`config.mk`:
```
export PLATFORM = sky130hd
export DESIGN_NAME = windowed_min_max_edge_monitor_top
export DESIGN_NICKNAME = d
export VERILOG_FILES = /design/src/hw/rtl/wmmem_pkg.sv /design/src/hw/rtl/wmmem_stats.sv /design/src/hw/rtl/wmmem_serializer.sv /design/src/hw/rtl/windowed_min_max_edge_monitor_top.sv
export SDC_FILE = /design/constraint.sdc
export NUM_CORES = 1
export LEC_CHECK = 0
export ABC_AREA = 1
export BUFFER_PORTS_ARGS = -buffer_cell sky130_fd_sc_hd__buf_2
export CAP_MARGIN = 5
export CORE_MARGIN = 5
export CORE_UTILIZATION = 60
export CTS_CLUSTER_DIAMETER = 40
export DETAILED_ROUTE_END_ITERATION = 10
export PLACE_DENSITY = 0.8
export SYNTH_ARGS = -nofsm -noshare
export SYNTH_HDL_FRONTEND = slang
export SYNTH_SLANG_ARGS = --single-unit
```
`constraint.sdc`:
```
create_clock -name aclk -period 11.4 [get_ports aclk]
set_input_delay 1.71 -clock aclk [delete_from_list [all_inputs] [get_ports aclk]]
set_output_delay 1.71 -clock aclk [all_outputs]
set_load 0.05 [all_outputs]
```
`src/hw/rtl/wmmem_pkg.sv`:
```
// ---------------------------------------------------------------------------
// Windowed min/max edge monitor package
// Shared constants, channel codes, the pulse-side report snapshot type and the serializer status type.
// ---------------------------------------------------------------------------
`timescale 1ns / 1ps

package wmmem_pkg;

    // Default sample width and register reset value
    localparam int          SAMPLE_BITS_DEF = 12;
    localparam logic [15:0] WINDOW_RESET    = 16'd2400;

    localparam int NUM_ANALOG = 4;
    localparam int NUM_PULSE  = 2;
    localparam int NUM_CHAN   = NUM_ANALOG + NUM_PULSE;
    localparam int EDGE_BITS  = 16;
    localparam int SEQ_BITS   = 32;
    localparam int CHAN_BITS  = 3;

    // Channel codes, in report order
    localparam logic [CHAN_BITS-1:0] CH_AUDIO1 = 3'd0;
    localparam logic [CHAN_BITS-1:0] CH_AUDIO2 = 3'd1;
    localparam logic [CHAN_BITS-1:0] CH_CV1    = 3'd2;
    localparam logic [CHAN_BITS-1:0] CH_CV2    = 3'd3;
    localparam logic [CHAN_BITS-1:0] CH_PULSE1 = 3'd4;
    localparam logic [CHAN_BITS-1:0] CH_PULSE2 = 3'd5;

    // Pulse channels, connect flags and report number of one report
    typedef struct packed {
        logic [NUM_PULSE-1:0]                level;
        logic [NUM_PULSE-1:0][EDGE_BITS-1:0] edges;
        logic [NUM_CHAN-1:0]                 conn;
        logic [SEQ_BITS-1:0]                 seq;
    } pulse_snap_t;

    // Serializer status seen by the input side
    typedef struct packed {
        logic busy;
        logic done;
    } ser_status_t;

endpackage

```
`src/hw/rtl/wmmem_stats.sv`:
```
// ---------------------------------------------------------------------------
// Windowed min/max edge monitor - window statistics
// Running min/max per analog channel, rising edge counts per pulse input,
// frame counter and report number. Flags the frame that closes a window.
// ---------------------------------------------------------------------------
`timescale 1ns / 1ps

module wmmem_stats
    import wmmem_pkg::*;
#(
    parameter int SAMPLE_BITS = SAMPLE_BITS_DEF
) (
    input  logic                          aclk,
    input  logic                          aresetn,
    input  logic [15:0]                   window_length_i,
    input  logic                          accept_i,
    input  logic signed [SAMPLE_BITS-1:0] sample_i [NUM_ANALOG],
    input  logic [NUM_PULSE-1:0]          level_i,
    input  logic [NUM_CHAN-1:0]           conn_i,
    output logic                          will_report_o,
    output logic signed [SAMPLE_BITS-1:0] min_o [NUM_ANALOG],
    output logic signed [SAMPLE_BITS-1:0] max_o [NUM_ANALOG],
    output pulse_snap_t                   pulse_o
);

    localparam logic signed [SAMPLE_BITS-1:0] SMAX = {1'b0, {(SAMPLE_BITS-1){1'b1}}};
    localparam logic signed [SAMPLE_BITS-1:0] SMIN = {1'b1, {(SAMPLE_BITS-1){1'b0}}};

    logic signed [SAMPLE_BITS-1:0] min_reg [NUM_ANALOG];
    logic signed [SAMPLE_BITS-1:0] max_reg [NUM_ANALOG];
    logic signed [SAMPLE_BITS-1:0] min_next [NUM_ANALOG];
    logic signed [SAMPLE_BITS-1:0] max_next [NUM_ANALOG];
    logic [EDGE_BITS-1:0]          edges_reg [NUM_PULSE];
    logic [EDGE_BITS-1:0]          edges_next [NUM_PULSE];
    logic [NUM_PULSE-1:0]          prev_reg;
    logic [15:0]                   frames_reg;
    logic [15:0]                   frames_next;
    logic [15:0]                   limit;
    logic [SEQ_BITS-1:0]           report_num_reg;
    logic [SEQ_BITS-1:0]           report_num_next;
    logic                          report;

    // Window close check: zero length acts as one
    assign frames_next     = frames_reg + 16'd1;
    assign limit           = (window_length_i == 16'd0) ? 16'd1 : window_length_i;
    assign will_report_o   = (frames_next >= limit);
    assign report          = accept_i && will_report_o;
    assign report_num_next = report_num_reg + 32'd1;

    // Range update including this frame
    always_comb begin
        for (int i = 0; i < NUM_ANALOG; i++) begin
            min_next[i] = (sample_i[i] < min_reg[i]) ? sample_i[i] : min_reg[i];
            max_next[i] = (sample_i[i] > max_reg[i]) ? sample_i[i] : max_reg[i];
        end
    end

    // Rising edge counts, wrap at 16 bits
    always_comb begin
        for (int i = 0; i < NUM_PULSE; i++) begin
            edges_next[i] = edges_reg[i] + EDGE_BITS'(level_i[i] & ~prev_reg[i]);
        end
    end

    // Snapshot values for the serializer
    always_comb begin
        min_o = min_next;
        max_o = max_next;
        pulse_o.level = level_i;
        pulse_o.conn  = conn_i;
        pulse_o.seq   = report_num_next;
        for (int i = 0; i < NUM_PULSE; i++) begin
            pulse_o.edges[i] = edges_next[i];
        end
    end

    // State update
    always_ff @(posedge aclk) begin
        if (!aresetn) begin
            for (int i = 0; i < NUM_ANALOG; i++) begin
                min_reg[i] <= SMAX;
                max_reg[i] <= SMIN;
            end
            for (int i = 0; i < NUM_PULSE; i++) begin
                edges_reg[i] <= '0;
            end
            prev_reg       <= '0;
            frames_reg     <= '0;
            report_num_reg <= '0;
        end else if (accept_i) begin
            prev_reg <= level_i;
            if (report) begin
                for (int i = 0; i < NUM_ANALOG; i++) begin
                    min_reg[i] <= SMAX;
                    max_reg[i] <= SMIN;
                end
                for (int i = 0; i < NUM_PULSE; i++) begin
                    edges_reg[i] <= '0;
                end
                frames_reg     <= '0;
                report_num_reg <= report_num_next;
            end else begin
                min_reg    <= min_next;
                max_reg    <= max_next;
                edges_reg  <= edges_next;
                frames_reg <= frames_next;
            end
        end
    end

    // Checks
    a_clear_after_report: assert property (@(posedge aclk) disable iff (!aresetn)
        report |=> (frames_reg == 16'd0) && (edges_reg[0] == '0) && (edges_reg[1] == '0))
        else $error("window state not cleared after report");

    a_seq_step: assert property (@(posedge aclk) disable iff (!aresetn)
        report |=> report_num_reg == $past(report_num_reg) + 32'd1)
        else $error("report number did not advance by one");

    a_seq_hold: assert property (@(posedge aclk) disable iff (!aresetn)
        !report |=> $stable(report_num_reg))
        else $error("report number moved without a report");

endmodule

```
`src/hw/rtl/wmmem_serializer.sv`:
```
// ---------------------------------------------------------------------------
// Windowed min/max edge monitor - report serializer
// Holds one report snapshot and sends its six channel results in order.
// ---------------------------------------------------------------------------
`timescale 1ns / 1ps

module wmmem_serializer
    import wmmem_pkg::*;
#(
    parameter int SAMPLE_BITS = SAMPLE_BITS_DEF,
    parameter int OUT_W       = ((3 * SAMPLE_BITS + EDGE_BITS + 1 + SEQ_BITS + 7) / 8) * 8
) (
    input  logic                          aclk,
    input  logic                          aresetn,
    input  logic                          load_i,
    input  logic signed [SAMPLE_BITS-1:0] cur_i [NUM_ANALOG],
    input  logic signed [SAMPLE_BITS-1:0] min_i [NUM_ANALOG],
    input  logic signed [SAMPLE_BITS-1:0] max_i [NUM_ANALOG],
    input  pulse_snap_t                   pulse_i,
    output ser_status_t                   status_o,
    output logic                          m_tvalid,
    input  logic                          m_tready,
    output logic [OUT_W-1:0]              m_tdata,
    output logic [CHAN_BITS-1:0]          m_tuser,
    output logic                          m_tlast
);

    localparam int USED_W = 3 * SAMPLE_BITS + EDGE_BITS + 1 + SEQ_BITS;

    logic signed [SAMPLE_BITS-1:0] cur_reg [NUM_ANALOG];
    logic signed [SAMPLE_BITS-1:0] min_reg [NUM_ANALOG];
    logic signed [SAMPLE_BITS-1:0] max_reg [NUM_ANALOG];
    pulse_snap_t                   pulse_reg;
    logic [CHAN_BITS-1:0]          idx_reg;
    logic                          busy_reg;
    logic                          last_take;

    logic signed [SAMPLE_BITS-1:0] cur_val;
    logic signed [SAMPLE_BITS-1:0] min_val;
    logic signed [SAMPLE_BITS-1:0] max_val;
    logic [EDGE_BITS-1:0]          edge_val;
    logic                          pidx;

    assign last_take       = busy_reg && m_tready && (idx_reg == CH_PULSE2);
    assign status_o.busy   = busy_reg;
    assign status_o.done   = last_take;

    // Snapshot and result counter
    always_ff @(posedge aclk) begin
        if (!aresetn) begin
            busy_reg <= 1'b0;
            idx_reg  <= CH_AUDIO1;
        end else if (load_i) begin
            busy_reg <= 1'b1;
            idx_reg  <= CH_AUDIO1;
        end else if (busy_reg && m_tready) begin
            if (idx_reg == CH_PULSE2) begin
                busy_reg <= 1'b0;
            end else begin
                idx_reg <= idx_reg + 3'd1;
            end
        end
        if (load_i) begin
            cur_reg   <= cur_i;
            min_reg   <= min_i;
            max_reg   <= max_i;
            pulse_reg <= pulse_i;
        end
    end

    // Field select for the current channel
    assign pidx = 1'(idx_reg - CH_PULSE1);

    always_comb begin
        if (idx_reg >= CH_PULSE1) begin
            cur_val  = SAMPLE_BITS'(pulse_reg.level[pidx]);
            min_val  = '0;
            max_val  = '0;
            edge_val = pulse_reg.edges[pidx];
        end else begin
            cur_val  = cur_reg[idx_reg[1:0]];
            min_val  = min_reg[idx_reg[1:0]];
            max_val  = max_reg[idx_reg[1:0]];
            edge_val = '0;
        end
    end

    assign m_tvalid = busy_reg;
    assign m_tuser  = idx_reg;
    assign m_tlast  = (idx_reg == CH_PULSE2);
    assign m_tdata  = {{(OUT_W - USED_W){1'b0}}, pulse_reg.seq, pulse_reg.conn[idx_reg],
                       edge_val, max_val, min_val, cur_val};

    // Checks
    a_no_overwrite: assert property (@(posedge aclk) disable iff (!aresetn)
        load_i |-> (!busy_reg || last_take))
        else $error("report loaded over one still being sent");

    a_idx_range: assert property (@(posedge aclk) disable iff (!aresetn)
        busy_reg |-> (idx_reg <= CH_PULSE2))
        else $error("channel index out of range");

    a_start_first: assert property (@(posedge aclk) disable iff (!aresetn)
        load_i |=> busy_reg && (idx_reg == CH_AUDIO1))
        else $error("report did not start at first channel");

endmodule

```
`src/hw/rtl/windowed_min_max_edge_monitor_top.sv`:
```
// ---------------------------------------------------------------------------
// Windowed min/max edge monitor - top level
// One sample frame per cycle unless stalled, and per-channel window reports.
// ---------------------------------------------------------------------------
// One sample frame is taken per clock unless a closing frame stalls. Each
// frame updates the running min/max of the four analog channels and the rising
// edge counts of the two pulse inputs. The frame that closes a window
// (window_length frames, zero counts as one) copies the results into a report
// register, and six results leave on the m_ side, channel 0 to 5, tlast on
// channel 5. Frames that do not close a window keep flowing meanwhile; a
// closing frame waits only while an earlier report is still being sent, so
// with m_tready held high, windows of six frames or more run at one frame per
// clock. Write window_length only while no report is pending.
// ---------------------------------------------------------------------------
`timescale 1ns / 1ps

module windowed_min_max_edge_monitor_top
    import wmmem_pkg::*;
#(
    parameter int SAMPLE_BITS = SAMPLE_BITS_DEF,
    parameter int IN_W  = ((4 * SAMPLE_BITS + NUM_PULSE + NUM_CHAN + 7) / 8) * 8,
    parameter int OUT_W = ((3 * SAMPLE_BITS + EDGE_BITS + 1 + SEQ_BITS + 7) / 8) * 8
) (
    input  logic                 aclk,
    input  logic                 aresetn,
    // window_length register
    input  logic                 cfg_we,
    input  logic [15:0]          cfg_wdata,
    // tdata, low bit up: audio1_sample, audio2_sample, cv1_sample, cv2_sample,
    // pulse1_level, pulse2_level, connected_mask
    input  logic                 s_tvalid,
    output logic                 s_tready,
    input  logic [IN_W-1:0]      s_tdata,
    // tdata, low bit up: current_value, window_min, window_max, edge_count,
    // is_connected, sequence_res
    output logic                 m_tvalid,
    input  logic                 m_tready,
    output logic [OUT_W-1:0]     m_tdata,
    // tuser: channel
    output logic [CHAN_BITS-1:0] m_tuser,
    output logic                 m_tlast
);

    localparam int PULSE_LSB = 4 * SAMPLE_BITS;
    localparam int CONN_LSB  = PULSE_LSB + NUM_PULSE;

    logic [15:0]                   window_length_reg;
    logic signed [SAMPLE_BITS-1:0] sample [NUM_ANALOG];
    logic signed [SAMPLE_BITS-1:0] min_snap [NUM_ANALOG];
    logic signed [SAMPLE_BITS-1:0] max_snap [NUM_ANALOG];
    pulse_snap_t                   pulse_snap;
    ser_status_t                   ser_status;
    logic                          will_report;
    logic                          accept;
    logic                          load;

    // Configuration register
    always_ff @(posedge aclk) begin
        if (!aresetn) begin
            window_length_reg <= WINDOW_RESET;
        end else if (cfg_we) begin
            window_length_reg <= cfg_wdata;
        end
    end

    // Unpack frame
    always_comb begin
        for (int i = 0; i < NUM_ANALOG; i++) begin
            sample[i] = s_tdata[i*SAMPLE_BITS +: SAMPLE_BITS];
        end
    end

    // Closing frame waits for the report register to free up
    assign s_tready = !ser_status.busy || ser_status.done || !will_report;
    assign accept   = s_tvalid && s_tready;
    assign load     = accept && will_report;

    wmmem_stats #(
        .SAMPLE_BITS (SAMPLE_BITS)
    ) u_stats (
        .aclk            (aclk),
        .aresetn         (aresetn),
        .window_length_i (window_length_reg),
        .accept_i        (accept),
        .sample_i        (sample),
        .level_i         (s_tdata[PULSE_LSB +: NUM_PULSE]),
        .conn_i          (s_tdata[CONN_LSB +: NUM_CHAN]),
        .will_report_o   (will_report),
        .min_o           (min_snap),
        .max_o           (max_snap),
        .pulse_o         (pulse_snap)
    );

    wmmem_serializer #(
        .SAMPLE_BITS (SAMPLE_BITS),
        .OUT_W       (OUT_W)
    ) u_ser (
        .aclk     (aclk),
        .aresetn  (aresetn),
        .load_i   (load),
        .cur_i    (sample),
        .min_i    (min_snap),
        .max_i    (max_snap),
        .pulse_i  (pulse_snap),
        .status_o (ser_status),
        .m_tvalid (m_tvalid),
        .m_tready (m_tready),
        .m_tdata  (m_tdata),
        .m_tuser  (m_tuser),
        .m_tlast  (m_tlast)
    );

endmodule
```
# ---- After elaboration in Yosys (flattened, before gate mapping)
# Cells that the tools add are included.
dict set report op_classes {
  add_sub_neg 6
  order_cmp 13
  eq_ne 1
  mux 35
  bitwise 7
  n_reduce_logical 15
}
# op n
set ops {}
lappend ops {{2-to-1 mux 12 bit} 17}
lappend ops {{2-to-1 mux 48 bit} 2}
lappend ops {{2-to-1 mux 16 bit} 5}
lappend ops {{binary-select mux 12 bit (select 2 bit)} 3}
lappend ops {{greater-than comparator 12 bit} 4}
lappend ops {{< comparator 12 bit} 4}
lappend ops {{adder 16 bit} 2}
lappend ops {{adder 32 x 1 -> 32 bit, second input constant} 1}
lappend ops {{bitwise AND 1 x 16 -> 16 bit} 2}
lappend ops {{2-to-1 mux 32 bit} 1}
lappend ops {{NOT 1 -> 16 bit} 2}
lappend ops {{adder 16 x 1 -> 16 bit, second input constant} 1}
lappend ops {{greater-or-equal comparator 16 bit} 1}
lappend ops {{logical NOT 16 bit} 1}
lappend ops {{greater-or-equal comparator 3 bit, second input constant} 2}
lappend ops {{2-to-1 mux 1 bit} 6}
lappend ops {{AND reduction 2 bit} 3}
lappend ops {{logical AND 1 bit} 4}
lappend ops {{< comparator 3 x 4 -> 1 bit, second input constant} 1}
lappend ops {{nonzero test 2 bit} 2}
lappend ops {{adder 3 x 1 -> 3 bit, second input constant} 1}
lappend ops {{binary-select mux 1 bit (select 3 bit)} 1}
lappend ops {{equality test 3 bit, second input constant} 1}
lappend ops {{NOT 2 -> 3 bit} 1}
lappend ops {{6 further kinds} 9}
dict set report totals {
  register_bits 414
  out_inout_bits 94
  elab_cells 110
}

# ---- Logic depth before layout (Yosys ltp)
dict set report depth {
  depth_word 9
  ltp_mapped 19
  mapped_depth_nobuf 18
}

# ---- By module
# Synthesis repeated with hierarchy kept, for this count alone.
dict set report hier_totals {
  cells_unflattened 2845
  area_unflattened_um2 22619.2
}
# module instances cells_each area_per_inst_um2 seq_area_each_um2
set modules_own_cells {}
lappend modules_own_cells {wmmem_stats 1 1994 12929.9 3563.4}
lappend modules_own_cells {wmmem_serializer 1 748 9014.9 6566.3}
lappend modules_own_cells {windowed_min_max_edge_monitor_top 1 103 674.4 320.3}

# ---- Worst setup path before layout
# No wires, ideal clock.
dict set report synth_path {
  path_type {flip-flop to output port}
  startpoint {register u_ser.idx_reg[1] (netlist: u_ser.m_tuser[1])}
  endpoint {output m_tdata[52]}
  t_arrival_ns 2.974
  required_ns 9.690
  slack_ns 6.716
  path_stages_with_launch 5
  cell_sequence {dfxtp_1 -> clkbuf_1 -> inv_1 -> clkbuf_1 -> o41ai_1}
}
dict set report synth_via {
  elab_chain_cells 2
}
# element line_no
set synth_lines {}
lappend synth_lines {{start: declaration} wmmem_serializer.sv:34} ;# logic [CHAN_BITS-1:0] idx_reg;
lappend synth_lines {{start signal: assignment} wmmem_serializer.sv:60} ;# idx_reg <= idx_reg + 3'd1;
lappend synth_lines {{binary-select mux 1 bit (select 3 bit)} wmmem_serializer.sv:91} ;# assign m_tdata = {{(OUT_W - USED_W){1'b0}}, pulse_reg.seq, pulse_reg.conn[idx_reg],
lappend synth_lines {{2-to-1 mux 1 bit (not written as such)} wmmem_serializer.sv:91}
lappend synth_lines {{end: declaration} windowed_min_max_edge_monitor_top.sv:38} ;# output logic [OUT_W-1:0] m_tdata,
# Every way passes these cells. The select of a mux whose other input is x is not followed.

# ---- Final worst setup path
dict set report layout_path {
  startpoint {register u_ser.idx_reg[0] (netlist: u_ser.m_tuser[0])}
  endpoint {output m_tdata[11]}
}
dict set report layout_via {
  elab_chain_cells 5
  word_cells_on_any_way 6
}
# element line_no
set layout_lines {}
lappend layout_lines {{NOT 2 -> 3 bit (not written as such)} wmmem_serializer.sv:81} ;# cur_val = cur_reg[idx_reg[1:0]];
lappend layout_lines {{binary-select mux 12 bit (select 2 bit)} wmmem_serializer.sv:81}
lappend layout_lines {{2-to-1 mux 12 bit (not written as such) (2 in a row)} wmmem_serializer.sv:81}
lappend layout_lines {{2-to-1 mux 12 bit *} wmmem_serializer.sv:75} ;# if (idx_reg >= CH_PULSE1) begin
# Every way passes the cells marked *; elsewhere a longest branch is shown, timed or not. The select of a mux whose other input is x is not followed.

==> flow_metrics.py <==
metrics = {
    "setup_path": {
        "cp-start-kind": "flip-flop",
        "worstSetupEndpointType": "output pin",
        "critPathMaxFanout": 97,
        "crit_type": "reg -> out",
        "r2r_slack_ps": 6590,
        "reg2regPathDepth": 15,
        "r2r_end": "u_stats.report_num_reg[20]",
        "cp_data_arrival_time_ps": 3290,
        "crit_required_ps": 9690,
        "r2r-start": "u_stats.frames_reg[0]",
        "crit_path_end": "m_tdata[11]",
        "crit_start": "u_ser.m_tuser[0]",
    },
    "clock_tree": {
        "cts_hold_buf": 0,
        "cts_root_buf": "clkbuf_16",
        "cts_made_buffers": 53,
        "cts_buffer_depth": 3,
        "clock_latency_ps": 610,
        "cts_tree": "built",
        "ctsResizeCount": 0,
        "clock_sinks": 414,
        "postCtsSetupRepairBufs": 0,
        "htreeDepth": 2,
        "path_clk_slew_ps": 60,
    },
    "timing": {
        "slew_violations": 0,
        "relSlewSlack_pct": 18.97,
        "period_share_pct": 43.88,
        "max_freq_mhz": 199.9,
        "setup_tns_ps": 0,
        "rsz0062_at_grt": "false",
        "post-route-min-period_ps": 5003,
        "hold_violations": 0,
        "skew_ps": 31.39,
        "whs_ps": 462.5,
        "worst_slack_ps": 6397,
        "worstMarginPinSlew_ps": 1215,
        "setup_viol": 0,
    },
    "logic_synthesis": {
        "ys_ff_latch": 414,
        "synthCells": 2612,
        "synth_cell_types": 41,
        "syn_area_um2": 21600,
        "yosysSeqAreaShare_pct": 48.38,
        "avgSynthCellArea_um2": 8.270,
        "yosysWarningCount": 0,
    },
    "grt": {
        "grt_max_degree": 171,
        "grtUsageMet2_pct": 44.56,
        "grt_pass1_vias": 17230,
        "grt_pass1_wl_mm": 89.24,
        "use_met3_pct": 4.750,
        "grt.busiest_layer": "met2",
        "antenna_found_initial": 0,
        "use_met1_pct": 38.67,
        "gr-total-overflow": 0,
        "grtUsageTotal_pct": 27.97,
    },
    "routing": {
        "postRouteAntennaNets": 0,
        "dr_total_vias": 18290,
        "via_per_inst": 5.720,
        "wire_per_inst_um": 17.81,
        "route.detailed.drc": 0,
        "drt_wl_total_mm": 56.97,
        "first_pass_iters": 5,
        "drt_iter0_drc": 1834,
    },
    "run": {
        "max-cap-violations": 0,
    },
    "finish": {
        "areaGrowthSynthToFinish_pct": 11.14,
        "n_antenna_cell": 0,
        "fin_util_pct": 67.50,
        "fillers": 2826,
        "drive_above_1_share_pct": 10.89,
        "num-nets-final": 2885,
    },
    "floorplan": {
        "pin_count": 171,
        "initial_core_util_pct": 60.73,
        "die-area_um2": 39900,
        "die_w_um": 199.7,
        "dieHeight_um": 199.7,
        "placement_rows": 69,
        "coreArea_um2": 35570,
    },
    "hold_path": {
        "holdCritPathClass": "reg -> reg",
        "hold_start": "u_stats.max_reg[20]",
    },
    "power": {
        "power_density_nw_per_um2": 164.3,
        "p_leak_nw": 10.68,
        "peakVddDrop_mv": 0.1309,
        "fin_total_pwr_mw": 3.946,
    },
    "place": {
        "io_buffers": 167,
        "gp_congestion": 0.9242,
        "dpl_worst_slack_ps": 6595,
        "dp_hpwl_mm": 38.75,
    },
    "status": {
        "status": "finished clean",
    },
}
==> synthesized netlist by cell type <==
cell / instances / share of area, %
nand2_1: 604 / 10
o22ai_1: 2 / 0.058
buf_1: 2 / 0.035
inv_1: 274 / 4.8
inv_2: 5 / 0.087
nand3_1: 208 / 4.8
a41o_1: 1 / 0.046
nor3_1: 12 / 0.28
conb_1: 1 / 0.017
a21oi_2: 1 / 0.041
nand4_1: 30 / 0.87
and2_1: 47 / 1.4
nand2_4: 1 / 0.052
edfxtp_1: 216 / 30
nand2_2: 4 / 0.12
buf_2: 26 / 0.60
nand3b_1: 5 / 0.17
a21oi_1: 216 / 5.0
nor3b_2: 1 / 0.058
buf_6: 16 / 0.83
o21ai_0: 160 / 3.7
a21o_1: 1 / 0.035
o41ai_1: 1 / 0.041
xor2_1: 48 / 1.9
nand3_2: 4 / 0.19
clkbuf_1: 56 / 0.97
buf_4: 52 / 1.8
dfxtp_1: 198 / 18
o21ai_1: 11 / 0.25
nor3_2: 5 / 0.23
nor4_1: 10 / 0.29
xnor2_1: 19 / 0.77
nor2_2: 6 / 0.17
inv_6: 1 / 0.041
a32o_1: 1 / 0.046
nor2_1: 244 / 4.2
nand3_4: 3 / 0.24
nor2_4: 2 / 0.10
ha_1: 116 / 6.7
o21a_1: 1 / 0.035
xor2_2: 1 / 0.075
==> cell families after synthesis <==
| logic type | share of synthesized area, % |
|---|---|
| AOI/OAI and AO/OA | 9.267 |
| xor gates and xnor gates | 2.792 |
| adders and majority gates | 6.719 |
| buffers and inverters | 9.140 |
| DFF | 48.38 |
| other | 0.01736 |
| and+or+nand+nor | 23.69 |
==> cells in the final DEF (no fill, tap or decap), drive strengths merged <==
master,n
and2,47
ha,116
nor4,10
clkinv,17
xor2,49
a21oi,217
o21a,1
a21o,1
buf,175
a32o,1
nor3b,1
a41o,1
clkinvlp,1
edfxtp,216
o41ai,1
o21ai,171
nand3,215
nand2,609
xnor2,19
nand3b,5
clkbuf,66
inv,290
o22ai,2
dfxtp,198
bufinv,6
nor2,252
nor3,17
conb,3
nand4,30
==> layout make-up <==
| cell class | instances | area, µm² | area share (%) |
|---|---|---|---|
| Clock inverter | 34 | 400.4 | 1.668 |
| Multi-Input combinational cell | 1768 | 9190 | 38.28 |
| Clock buffer | 66 | 1425 | 5.936 |
| Timing Repair Buffer | 175 | 895.9 | 3.732 |
| Tap cell | 461 | 576.8 | 2.403 |
| Sequential cell | 414 | 10460 | 43.55 |
| Inverter | 280 | 1065 | 4.435 |
==> through the flow <==
step	std cells	instance area, µm²
5_1_grt	3198	24010
3_5_place_dp	3098	22180
6_report	3198	24010
4_1_cts	3198	24010
3_3_place_gp	3098	22180
2_1_floorplan	2614	21610
==> layer usage <==
layer	share of wire, %	wire length, µm
met1	41	23160
met2	46	26330
met3	9.5	5432
met4	3.6	2045
met5	0	0
==> critical path, stage by stage (launching register included) <==
cell     delay [ps]
dfxtp_4         660
inv_2           130
buf_4           730
o21ai_0         340
a21oi_1         470
buf_2           350
==> where the power goes <==
| part | switching, mW | leakage (nW) | internal [mW] |
|---|---|---|---|
| Combinational | 0.368 | 6.13 | 0.186 |
| Clock | 0.678 | 0.897 | 1.04 |
| Sequential | 0.0320 | 3.66 | 1.64 |
==> worst min-delay path by stage <==
stage | cells after the start | slack [ps] | end
global route | 2 | 480 | u_stats.max_reg[6]
global placement | 2 | 440 | u_stats.min_reg[20]
detailed placement | 2 | 450 | u_stats.min_reg[18]
finish | 2 | 460 | u_stats.max_reg[20]
floorplan | 2 | 430 | u_stats.min_reg[16]
CTS | 2 | 460 | u_stats.min_reg[18]
No activity file was read; power rests on OpenSTA's default activity.
